$ cat config.mk
export PLATFORM = sky130hd
export DESIGN_NAME = mepg_controller
export DESIGN_NICKNAME = d
export VERILOG_FILES = /design/src/sv/mepg_pkg.sv /design/src/sv/mepg_controller.sv
export SDC_FILE = /design/constraint.sdc
export NUM_CORES = 1
export LEC_CHECK = 0
export ABC_AREA = 1
export BUFFER_PORTS_ARGS = -buffer_cell sky130_fd_sc_hd__buf_2
export CAP_MARGIN = 40
export CORE_MARGIN = 2
export CORE_UTILIZATION = 40
export DETAILED_ROUTE_END_ITERATION = 12
export PLACE_DENSITY = 0.58
export SLEW_MARGIN = 25
export SYNTH_ARGS = -nofsm -noshare
export SYNTH_HDL_FRONTEND = slang
export SYNTH_SLANG_ARGS = --single-unit
$ cat constraint.sdc
create_clock -name clock -period 3.65 [get_ports clock]
set_input_delay 0.73 -clock clock [delete_from_list [all_inputs] [get_ports clock]]
set_output_delay 0.73 -clock clock [all_outputs]
set_load 0.01 [all_outputs]
$ cat src/sv/mepg_pkg.sv
// ----------------------------------------------------------------------------
// Midpoint ellipse point generator package
// Shared codes and the command and status types between controller and
// datapath.
// ----------------------------------------------------------------------------
package mepg_pkg;

   typedef enum logic {
      CMD_START = 1'b0,
      CMD_STEP  = 1'b1
   } req_cmd_type;

   typedef enum logic [3:0] {
      OP_NONE    = 4'd0,
      OP_LOAD    = 4'd1,
      OP_EMIT    = 4'd2,
      OP_INIT_A  = 4'd3,
      OP_INIT_B  = 4'd4,
      OP_INIT_C  = 4'd5,
      OP_ADVANCE = 4'd6,
      OP_R2_A    = 4'd7,
      OP_R2_B    = 4'd8,
      OP_R2_C    = 4'd9,
      OP_R2_D    = 4'd10
   } dp_op_type;

   typedef struct packed {
      dp_op_type op;
   } dp_cmd_type;

   typedef struct packed {
      logic quad_last;
      logic last_point;
      logic in_second_region;
      logic px_lt_py;
   } dp_status_type;

endpackage

$ cat src/sv/mepg_controller.sv
// ----------------------------------------------------------------------------
// Midpoint ellipse controller
// Sequences setup, per-iteration update and region change, and owns the
// request and response handshakes.
// ----------------------------------------------------------------------------
module mepg_controller (
   input  logic                    clock,
   input  logic                    reset,
   input  logic                    req_valid,
   input  logic                    req_cmd,
   output logic                    req_ready,
   output logic                    rsp_valid,
   input  logic                    rsp_ready,
   input  mepg_pkg::dp_status_type status,
   output mepg_pkg::dp_cmd_type    cmd
);

   typedef enum logic [10:0] {
      S_IDLE   = 11'b000_0000_0001,
      S_WALK   = 11'b000_0000_0010,
      S_INIT_A = 11'b000_0000_0100,
      S_INIT_B = 11'b000_0000_1000,
      S_INIT_C = 11'b000_0001_0000,
      S_CHK    = 11'b000_0010_0000,
      S_ADV    = 11'b000_0100_0000,
      S_R2_A   = 11'b000_1000_0000,
      S_R2_B   = 11'b001_0000_0000,
      S_R2_C   = 11'b010_0000_0000,
      S_R2_D   = 11'b100_0000_0000
   } state_type;

   state_type state_ff, state_in;
   logic      rsp_valid_ff, rsp_valid_in;
   logic      slot_free, req_fire, is_step;

   assign slot_free = !rsp_valid_ff || rsp_ready;
   assign req_ready = ((state_ff == S_IDLE) || (state_ff == S_WALK)) && slot_free;
   assign req_fire  = req_valid && req_ready;
   assign is_step   = (req_cmd == mepg_pkg::CMD_STEP);
   assign rsp_valid = rsp_valid_ff;

   always_comb begin
      state_in = state_ff;
      cmd.op   = mepg_pkg::OP_NONE;
      unique case (state_ff)
         S_IDLE: begin
            if (req_fire && !is_step) begin
               cmd.op   = mepg_pkg::OP_LOAD;
               state_in = S_INIT_A;
            end
         end
         S_WALK: begin
            if (req_fire) begin
               if (!is_step) begin
                  cmd.op   = mepg_pkg::OP_LOAD;
                  state_in = S_INIT_A;
               end else begin
                  cmd.op = mepg_pkg::OP_EMIT;
                  if (status.quad_last) begin
                     state_in = status.last_point ? S_IDLE : S_ADV;
                  end
               end
            end
         end
         S_INIT_A: begin
            cmd.op   = mepg_pkg::OP_INIT_A;
            state_in = S_INIT_B;
         end
         S_INIT_B: begin
            cmd.op   = mepg_pkg::OP_INIT_B;
            state_in = S_INIT_C;
         end
         S_INIT_C: begin
            cmd.op   = mepg_pkg::OP_INIT_C;
            state_in = S_CHK;
         end
         S_CHK: begin
            if (!status.in_second_region && !status.px_lt_py) begin
               state_in = S_R2_A;
            end else begin
               state_in = S_WALK;
            end
         end
         S_ADV: begin
            cmd.op   = mepg_pkg::OP_ADVANCE;
            state_in = S_CHK;
         end
         S_R2_A: begin
            cmd.op   = mepg_pkg::OP_R2_A;
            state_in = S_R2_B;
         end
         S_R2_B: begin
            cmd.op   = mepg_pkg::OP_R2_B;
            state_in = S_R2_C;
         end
         S_R2_C: begin
            cmd.op   = mepg_pkg::OP_R2_C;
            state_in = S_R2_D;
         end
         S_R2_D: begin
            cmd.op   = mepg_pkg::OP_R2_D;
            state_in = S_WALK;
         end
         default: begin
            state_in = S_IDLE;
         end
      endcase
   end

   always_comb begin
      if (cmd.op == mepg_pkg::OP_EMIT) begin
         rsp_valid_in = 1'b1;
      end else if (rsp_ready) begin
         rsp_valid_in = 1'b0;
      end else begin
         rsp_valid_in = rsp_valid_ff;
      end
   end

   always_ff @(posedge clock) begin
      if (reset) begin
         state_ff     <= S_IDLE;
         rsp_valid_ff <= 1'b0;
      end else begin
         state_ff     <= state_in;
         rsp_valid_ff <= rsp_valid_in;
      end
   end

`ifndef SYNTHESIS
   a_last_ends_walk: assert property (@(posedge clock) disable iff (reset)
      (state_ff == S_WALK && req_fire && is_step && status.last_point)
      |=> (state_ff == S_IDLE))
      else $error("walk did not end after last point");

   a_rsp_from_step: assert property (@(posedge clock) disable iff (reset)
      $rose(rsp_valid_ff) |-> $past(req_fire && is_step && (state_ff == S_WALK)))
      else $error("response raised without a step");

   a_adv_to_chk: assert property (@(posedge clock) disable iff (reset)
      (state_ff == S_ADV) |=> (state_ff == S_CHK))
      else $error("advance not followed by region check");

   a_r2_from_chk: assert property (@(posedge clock) disable iff (reset)
      (state_ff == S_R2_A) |-> $past(state_ff == S_CHK && !status.in_second_region))
      else $error("region change not entered from region check");

   a_no_accept_busy: assert property (@(posedge clock) disable iff (reset)
      req_fire |-> (state_ff == S_IDLE || state_ff == S_WALK))
      else $error("item accepted during setup or update");
`endif

endmodule

# After elaboration in Yosys (flattened, before gate mapping)
# Cells that the tools add are included.
word_totals:
  reg_bits: 12
  inputBits: 9
  word_cells: 43
op_classes:
  n_eq_ne: 15
  n_reduce_logical: 13
  n_mux: 13
ops:
  columns: ["op", "count"]
  rows:
  - ["case mux 11 bit (10 select lines)", 1]
  - ["two-way mux 11 bit", 4]
  - ["case mux 4 bit (10 select lines)", 1]
  - ["== test 11 x 1 -> 1 bit (second input constant)", 1]
  - ["== test 11 x 10 -> 1 bit (second input constant)", 1]
  - ["== test 11 bit (second input constant)", 1]
  - ["== test 11 x 2 -> 1 bit (second input constant)", 1]
  - ["== test 11 x 3 -> 1 bit (second input constant)", 1]
  - ["== test 11 x 4 -> 1 bit (second input constant)", 1]
  - ["== test 11 x 5 -> 1 bit (second input constant)", 1]
  - ["== test 11 x 6 -> 1 bit (second input constant)", 1]
  - ["== test 11 x 7 -> 1 bit (second input constant)", 1]
  - ["== test 11 x 8 -> 1 bit (second input constant)", 1]
  - ["== test 11 x 9 -> 1 bit (second input constant)", 1]
  - ["two-way mux 8 bit", 1]
  - ["two-way mux 7 bit", 1]
  - ["== test 4 x 2 -> 1 bit (second input constant)", 1]
  - ["logical AND 1 bit", 4]
  - ["logical NOT 1 bit", 4]
  - ["two-way mux 2 bit", 2]
  - ["two-way mux 1 bit", 3]
  - ["!= test 3 bit (second input constant)", 1]
  - ["AND reduction 3 bit", 1]
  - ["logical OR 1 bit", 2]
  - ["4 further kinds", 4]

# Depth between registers and ports, before layout
# Gate-level depths: netlist of run 1.
depth:
  ltp_word: 9
  mapped_depth: 11

# Worst setup path before layout of run 1
# OpenSTA, ideal clock, no wires.
synth_path:
  path_type: "register -> output"
  start: "register state_ff[6]"
  end: "output port cmd[1] in the netlist's numbering"
  n_path_buf: 0
  path_stages_with_launch: 8
  arrival_ps: 1287
  setup_slack_ps: 1633
  t_required_ps: 2920
  cell_sequence: "dfxtp_1 nor2_2 nand2_2 nor2_4 nand2_1 a21oi_1 nand3_1 nand4_1"
synth_rtl:
  columns: ["item", "line", "source"]
  rows:
  - ["from (decl)", "mepg_controller.sv:32", "state_type state_ff, state_in;"]
  - ["from (signal assigned)", "mepg_controller.sv:125", "state_ff <= state_in;"]
  - ["to (decl)", "mepg_controller.sv:15", "output mepg_pkg::dp_cmd_type cmd"]

==> impl_metrics.toml, run 1 <==
[synthesis]
synthCells = 121
syn_area_per_cell_um2 = 6.20
synth_cell_type_count = 15
yosysWarnings = 0
yosysSeqAreaShare_pct = 32.0
netlist_area_um2 = 751
synth_top_area_cell = "dfxtp_1"
synth_seq_cells = 12
synth.top_cells.by_area = "dfxtp_1 (32%), inv_1 (15%), nand4_1 (12%), nand2_1 (12%), nor2_1 (8.5%)"
synth_top_area_share_pct = 32.0
synth_nets = 130

[route]
wl_mm = 1.75
viasPerCell = 4.79
post-route-drc-count = 0
first_pass_iters = 4
drt-initial-drc-count = 21
wl_per_cell_um = 10.7
antenna_left = 0
vias = 780

[pwr]
powerDensity_nw_per_um2 = 512
ir_drop_uv = 198
fin_total_pwr_mw = 0.448
leakagePower_nw = 0.545

[clocking]
htree_num_levels = 1
numCtsBuffers = 3
clockBufferDepth = 2
clk_latency_ns = 0.27
cts.sinks = 12
cts_resized = 0
cts-root-buf = "clkbuf_4"
cts_tree = "done"
cts_setup_buffers = 0
cts_hold_buf = 0
path_clk_slew_ns = 0.07

[hold_path]
hold_depth = 2
holdPathEnd = "state_ff[9]$_SDFFE_PP0P_"
min_from = "state_ff[8]$_SDFFE_PP0P_"
min_path_type = "reg -> reg"

[placed_design]
dp_slack_ns = 1.45
placed_cell_area_um2 = 852
portBuffers = 14
dp_cells = 160
dp_hpwl_mm = 1.44
gp_congestion = 0.813

[die]
io_pins = 15
dieHeight_um = 47.3
rows = 15
die_w_um = 47.3
initial_core_util_pct = 43.0
coreArea_um2 = 1750
dieArea_um2 = 2240

[sta]
post-route-period-util_pct = 68.0
clock_skew_ns = 0.00349
finalSetupViolCount = 0
slew_headroom_pct = 80.4
setup_ws_ns = 1.17
fmaxAchievable_mhz = 403
tns_ns = 0
hold_viol = 0
worstMarginPinSlew_ns = 0.293
slew_violations = 0
hold_slack_ns = 0.496
rsz0062_at_grt = "false"
period_minus_slack_ns = 2.48

[worst_setup_path]
worstPathArrival_ns = 1.75
critPathKind = "reg -> out"
cp_max_fo = 4
r2r_slack_ns = 1.95
crit_path_end_kind = "output port"
startpoint_type = "flop"
reg2reg_to = "state_ff[1]$_SDFFE_PP0P_"
reg2reg_depth = 10
required_ns = 2.92
r2r_start = "state_ff[10]$_SDFFE_PP0P_"

[cells_and_area]
num_antenna_cells = 0
syn_to_final_growth_pct = 16.5
stdcell_count = 163
fin_util_pct = 50.1
final_net_count = 149
final_area_um2 = 875
nFillCells = 200
drive_gt1_share_pct = 20.3

[run]
max_cap_violations = 0

[global_route]
grtUsageTotal_pct = 18.4
grt_pass1_wl_mm = 2.80
grt_pass1_vias = 650
grt_max_degree = 11
antenna_found_initial = 0
overflow = 0

[status]
run_status = "finished clean"
-- per-layer routing --
metal | track usage, % | wire length (um)
met2 | 25.7 | 778
met4 | 8.33 | 25
met5 | 0 | 0
met1 | 26.8 | 883
met3 | 3.46 | 63
-- cells in the mapped netlist --
cell type	number
nor2_2	3
nand3_1	5
o21bai_1	1
inv_1	30
nor2_4	1
nand4_1	14
nand3_2	1
dfxtp_1	12
nor3_1	3
nand2_2	5
o21ai_0	2
nor2_1	17
a21oi_4	1
nand2_1	23
a21oi_1	3
-- where the power goes --
group,leakage (nW),internal [mW],switching [mW],total [mW]
registers,0.0972,0.145,0.00916,0.154
logic,0.434,0.0678,0.146,0.214
clock network,0.0138,0.0381,0.0425,0.0807
total,0.545,0.251,0.198,0.448
-- sequential cells by signal, indices dropped and copies added, names as in the netlist --
register,cells
rsp_valid,1
state_ff,11
-- layout by cell type, fill, tap and decap left out --
| cell type | count |
|---|---|
| inv_1 | 30 |
| nand2_1 | 23 |
| nor2_1 | 17 |
| nand4_1 | 14 |
| buf_2 | 14 |
| dfxtp_1 | 12 |
| nand3_1 | 5 |
| nand2_2 | 5 |
| nor2_2 | 3 |
| nor3_1 | 3 |
| a21oi_1 | 3 |
| clkbuf_4 | 3 |
| o21ai_0 | 2 |
| nor2_4 | 1 |
| nand3_2 | 1 |
| a21oi_4 | 1 |
| o21bai_1 | 1 |
-- worst max-delay path by stage --
stage,startpoint,end,depth (start not counted)
after floorplan,state_ff[6]$_SDFFE_PP0P_,cmd[1],7
after global placement,state_ff[6]$_SDFFE_PP0P_,cmd[1],10
after CTS,state_ff[10]$_SDFFE_PP0P_,cmd[1],10
after global routing,state_ff[10]$_SDFFE_PP0P_,cmd[1],10
after detailed placement,state_ff[10]$_SDFFE_PP0P_,cmd[1],10
final,state_ff[10]$_SDFFE_PP0P_,cmd[1],10
-- kinds of logic (layout without fill, tap and decap cells) --
| family | Yosys count | after routing | share of synthesized area (%) |
|---|---|---|---|
| buffers and inverters | 30 | 47 | 15.0 |
| flip-flops | 12 | 12 | 32.0 |
| AND/OR/NAND/NOR | 72 | 72 | 46.5 |
| AO/OA/AOI/OAI | 7 | 7 | 6.50 |
-- worst max-delay path, stage by stage (launching register included) --
cell     delay, ns
dfxtp_1       0.34
nor2_2        0.14
nand2_2       0.09
nor2_4        0.15
nand2_1       0.13
inv_1         0.15
nand2_2       0.09
inv_1         0.08
nand3_1       0.11
nand4_1       0.09
buf_2         0.13
-- layout make-up --
class | count | area, um^2 | share of cell area, %
tap | 25 | 31.3 | 3.58
timing repair buffer | 14 | 70.1 | 8.01
sequential | 12 | 240 | 27.5
inverter | 30 | 113 | 12.9
multi-input combinational | 79 | 398 | 45.5
clock buffer | 3 | 22.5 | 2.58
Power figures use the tool's default switching activity.
==> run 2: changes to the inputs <==
--- a/config.mk
+++ b/config.mk
@@ -11,7 +11,7 @@
 export CORE_MARGIN = 2
 export CORE_UTILIZATION = 40
 export DETAILED_ROUTE_END_ITERATION = 12
-export PLACE_DENSITY = 0.58
+export PLACE_DENSITY = 0.6
 export SLEW_MARGIN = 25
 export SYNTH_ARGS = -nofsm -noshare
 export SYNTH_HDL_FRONTEND = slang
==> constraint.sdc (replaced) <==
create_clock -name clock -period 2.2 [get_ports clock]
set_input_delay 0.44 -clock clock [delete_from_list [all_inputs] [get_ports clock]]
set_output_delay 0.44 -clock clock [all_outputs]
set_load 0.01 [all_outputs]
==> impl_metrics.toml, run 2 (synthesis gave the netlist of run 1 again) <==
[die]
die_w_um = 47.3
dieArea_um2 = 2240
dieHeight_um = 47.3
rows = 15
io_pins = 15
coreArea_um2 = 1750
initial_core_util_pct = 43.0

[route]
viasPerCell = 4.85
antenna_left = 0
first_pass_iters = 4
vias = 815
wl_per_cell_um = 11.0
post-route-drc-count = 0
drt-initial-drc-count = 22
wl_mm = 1.84

[global_route]
antenna_found_initial = 0
overflow = 0
grtUsageTotal_pct = 17.8
grt_most_used_layer = "met2"
grt_use_met1_pct = 22.6
grt_pass1_wl_mm = 2.75
grtUsageMet2_pct = 28.9
met3_usage_pct = 3.46
grt_pass1_vias = 686
grt_max_degree = 11

[cells_and_area]
largest_reg_flops = 11
num_antenna_cells = 0
final_cell_mix = "inv_1 (28), nand2_1 (21), nor2_1 (16)"
syn_to_final_growth_pct = 25.2
layout_commonest_cell = "inv_1"
regMostFlops = "state_ff"
drive_gt1_share_pct = 28.0
final_net_count = 153

[pwr]
seqPwrFrac_pct = 30.6
netSwitchingPower_mw = 0.355
powerDensity_nw_per_um2 = 882
ir_drop_uv = 394
p_clk_share_pct = 21.6
fin_total_pwr_mw = 0.828
leakagePower_nw = 0.566
p_comb_share_pct = 47.9
p_sw_share_pct = 42.8
p_int_mw = 0.474

[sta]
period_minus_slack_ns = 2.10
slew_violations = 0
clock_skew_ns = 0.00297
finalSetupViolCount = 0
setup_ws_ns = 0.0985
hold_viol = 0
worstMarginPinSlew_ns = 0.297
slew_headroom_pct = 80.2
post-route-period-util_pct = 95.5
hold_slack_ns = 0.373
fmaxAchievable_mhz = 476

[worst_setup_path]
required_ns = 1.76
critPathKind = "reg -> out"
crit_path_end_kind = "output port"
startpoint_type = "flop"
cp_max_fo = 4
r2r_slack_ns = 0.36
worstPathArrival_ns = 1.66

[placed_design]
portBuffers = 14
gp_congestion = 0.770
dp_hpwl_mm = 1.38
dp_slack_ns = 0.345

[run]
max_cap_violations = 0

[clocking]
cts_tree = "done"
cts.sinks = 12
cts-root-buf = "clkbuf_4"
numCtsBuffers = 3
htree_num_levels = 1
path_clk_slew_ns = 0.08
clk_latency_ns = 0.27
clockBufferDepth = 2

[hold_path]
min_path_type = "in -> reg"

[status]
run_status = "finished clean"
## run 2: timing repair
action / CTS / global route
setup buffers: 0 / 4
hold endpoints to repair: 0 / 0
hold buffers: 0 / 0
endpoints found under the setup margin: 0 / 2
gates resized for setup: 0 / 8
## run 2: final cells by class
class	count	area, um^2
sequential	12	240
clock buffer	4	36.3
timing repair buffer	18	100
tap	25	31.3
inverter	30	113
multi-input combinational	79	419
fill	168	806
## run 2: worst max-delay path: stages, from the launching register on
cell and delay (ns):
dfxtp_1 0.33, nor2_2 0.16, nand2_2 0.09, nor2_4 0.18, nand2_4 0.09, inv_2 0.09, nand2_2 0.08, inv_2 0.07
nand3_2 0.08, nand4_1 0.09, buf_2 0.13
## run 2: metal layers
layer  vias up  share of wire (%)
met3         4                3.3
met2        18                 49
met4         0                1.8
met1       366                 46
met5         -                  0
li1        427                  -
## run 2: power groups by stage
stage / sequential, mW / combinational (mW) / clock, mW
3_3_place_gp: 0.258 / 0.355 / 0
3_5_place_dp: 0.259 / 0.354 / 0
5_1_grt: 0.258 / 0.443 / 0.192
4_1_cts: 0.254 / 0.356 / 0.181
2_1_floorplan: 0.256 / 0.259 / 0
6_report: 0.253 / 0.397 / 0.179
## run 2: through the flow
| stage | util, % | area, um^2 | std cells | setup TNS, ns |
|---|---|---|---|---|
| final | 53.8 | 940 | 168 | 0 |
| after global placement | 48.8 | 852 | 160 | 0 |
| after detailed placement | 48.8 | 852 | 160 | 0 |
| after global routing | 53.8 | 940 | 168 | -0.00519 |
| after floorplan | - | 751 | 121 | 0 |
| after CTS | 50.9 | 888 | 164 | 0 |
## run 2: worst paths after layout
path / start / end / depth (start not counted)
worst max-delay path: state_ff[7]$_SDFFE_PP0P_ / cmd[1] / 10
worst min-delay path: reset / state_ff[9]$_SDFFE_PP0P_ / 2
worst max register to register: state_ff[7]$_SDFFE_PP0P_ / state_ff[1]$_SDFFE_PP0P_ / 11
worst min register to register: state_ff[8]$_SDFFE_PP0P_ / state_ff[9]$_SDFFE_PP0P_ / 2
==> run 3: changes to the inputs <==
--- a/config.mk
+++ b/config.mk
@@ -8,7 +8,6 @@
 export ABC_AREA = 1
 export BUFFER_PORTS_ARGS = -buffer_cell sky130_fd_sc_hd__buf_2
 export CAP_MARGIN = 40
-export CORE_MARGIN = 2
 export CORE_UTILIZATION = 40
 export DETAILED_ROUTE_END_ITERATION = 12
 export PLACE_DENSITY = 0.6
@@ -16,3 +15,4 @@
 export SYNTH_ARGS = -nofsm -noshare
 export SYNTH_HDL_FRONTEND = slang
 export SYNTH_SLANG_ARGS = --single-unit
+export TNS_END_PERCENT = 5
==> impl_metrics.toml, run 3 (synthesis gave the netlist of run 1 again) <==
[hold_path]
min_path_type = "in -> reg"
hold_depth = 2
min_from = "reset"
holdPathEnd = "state_ff[9]$_SDFFE_PP0P_"

[sta]
hold_slack_ns = 0.379
rsz0062_at_grt = "true"
tns_ns = 0
slew_headroom_pct = 80.2
fmaxAchievable_mhz = 481
worstMarginPinSlew_ns = 0.297
finalSetupViolCount = 0
clock_skew_ns = 0.00644
slew_violations = 0
post-route-period-util_pct = 94.6
setup_ws_ns = 0.119
hold_viol = 0
period_minus_slack_ns = 2.08

[cells_and_area]
layout_commonest_cell = "inv_1"
final_cell_mix = "inv_1 (29), nand2_1 (22), nor2_1 (16)"
drive_gt1_share_pct = 23.2
fin_util_pct = 50.9
nFillCells = 191
syn_to_final_growth_pct = 18.3
final_net_count = 149
largest_reg_flops = 11
regMostFlops = "state_ff"
final_area_um2 = 888
stdcell_count = 163
num_antenna_cells = 0

[clocking]
cts_setup_buffers = 0
cts-root-buf = "clkbuf_4"
cts_resized = 0
cts_hold_buf = 0
htree_num_levels = 1
clockBufferDepth = 2
cts.sinks = 12
path_clk_slew_ns = 0.06
numCtsBuffers = 3
clk_latency_ns = 0.27
cts_tree = "done"

[die]
dieHeight_um = 45.3
die_w_um = 45.3
dieArea_um2 = 2050
rows = 15
coreArea_um2 = 1750
initial_core_util_pct = 43.0
io_pins = 15

[placed_design]
gp_congestion = 0.810
dp_hpwl_mm = 1.35
portBuffers = 14
dp_cells = 160
dp_slack_ns = 0.361
placed_cell_area_um2 = 852

[route]
drt-initial-drc-count = 15
post-route-drc-count = 0
first_pass_iters = 4
routed-wl-met2_um = 844
wl_met1_um = 795
antenna_left = 0
wl_met3_um = 55
wl_per_cell_um = 10.5
viasPerCell = 4.66
wl_mm = 1.72
top_layer_used = "met4"
vias = 759

[status]
run_status = "finished clean"

[global_route]
antenna_found_initial = 0
grt_pass1_wl_mm = 2.76
overflow = 0
grt_pass1_vias = 667
grt_max_degree = 11
grtUsageTotal_pct = 19.1

[pwr]
fin_total_pwr_mw = 0.747
ir_drop_uv = 455
powerDensity_nw_per_um2 = 840
leakagePower_nw = 0.547

[worst_setup_path]
reg2reg_depth = 10
r2r_start = "state_ff[10]$_SDFFE_PP0P_"
reg2reg_to = "state_ff[1]$_SDFFE_PP0P_"
startpoint_type = "flop"
cp_max_fo = 4
critPathKind = "reg -> out"
required_ns = 1.76
r2r_slack_ns = 0.49
worstPathArrival_ns = 1.64
crit_path_end_kind = "output port"

[run]
max_cap_violations = 0
run 3: layer usage:
metal / track usage [%] / up-vias
li1: - / 412
met1: 23.7 / 337
met2: 30.7 / 6
met3: 7.20 / 4
met4: 5.45 / 0
met5: 0 / -
run 3: area by class of cell:
cell class | instances | area [um^2] | share of cell area [%]
multi-input combinational | 79 | 412 | 46.3
sequential | 12 | 240 | 27.0
inverter | 30 | 113 | 12.7
timing repair buffer | 14 | 70.1 | 7.89
tap | 25 | 31.3 | 3.52
clock buffer | 3 | 22.5 | 2.54
run 3: worst max path at each step:
stage                                   start      to  slack (ns)  cells after the start
finish              state_ff[10]$_SDFFE_PP0P_  cmd[0]        0.12                      8
global route        state_ff[10]$_SDFFE_PP0P_  cmd[1]      -0.009                     10
CTS                  state_ff[6]$_SDFFE_PP0P_  cmd[1]        0.06                     10
detailed placement   state_ff[6]$_SDFFE_PP0P_  cmd[1]        0.36                     10
global placement     state_ff[6]$_SDFFE_PP0P_  cmd[1]        0.41                     10
floorplan            state_ff[6]$_SDFFE_PP0P_  cmd[1]        0.47                      7
run 3: worst max-delay path: stages (launching register included):
cell and delay, ns:
dfxtp_1 0.33, nor2_2 0.14, nand2_2 0.09, nor2_4 0.15, nand2_1 0.13, nand2_2 0.11, nand4_1 0.17, nand4_1 0.12
buf_2 0.13
run 3: power by group:
part | internal (mW) | switching [mW]
Sequential | 0.240 | 0.0142
Clock | 0.0634 | 0.0685
Combinational | 0.117 | 0.243
Total | 0.421 | 0.326
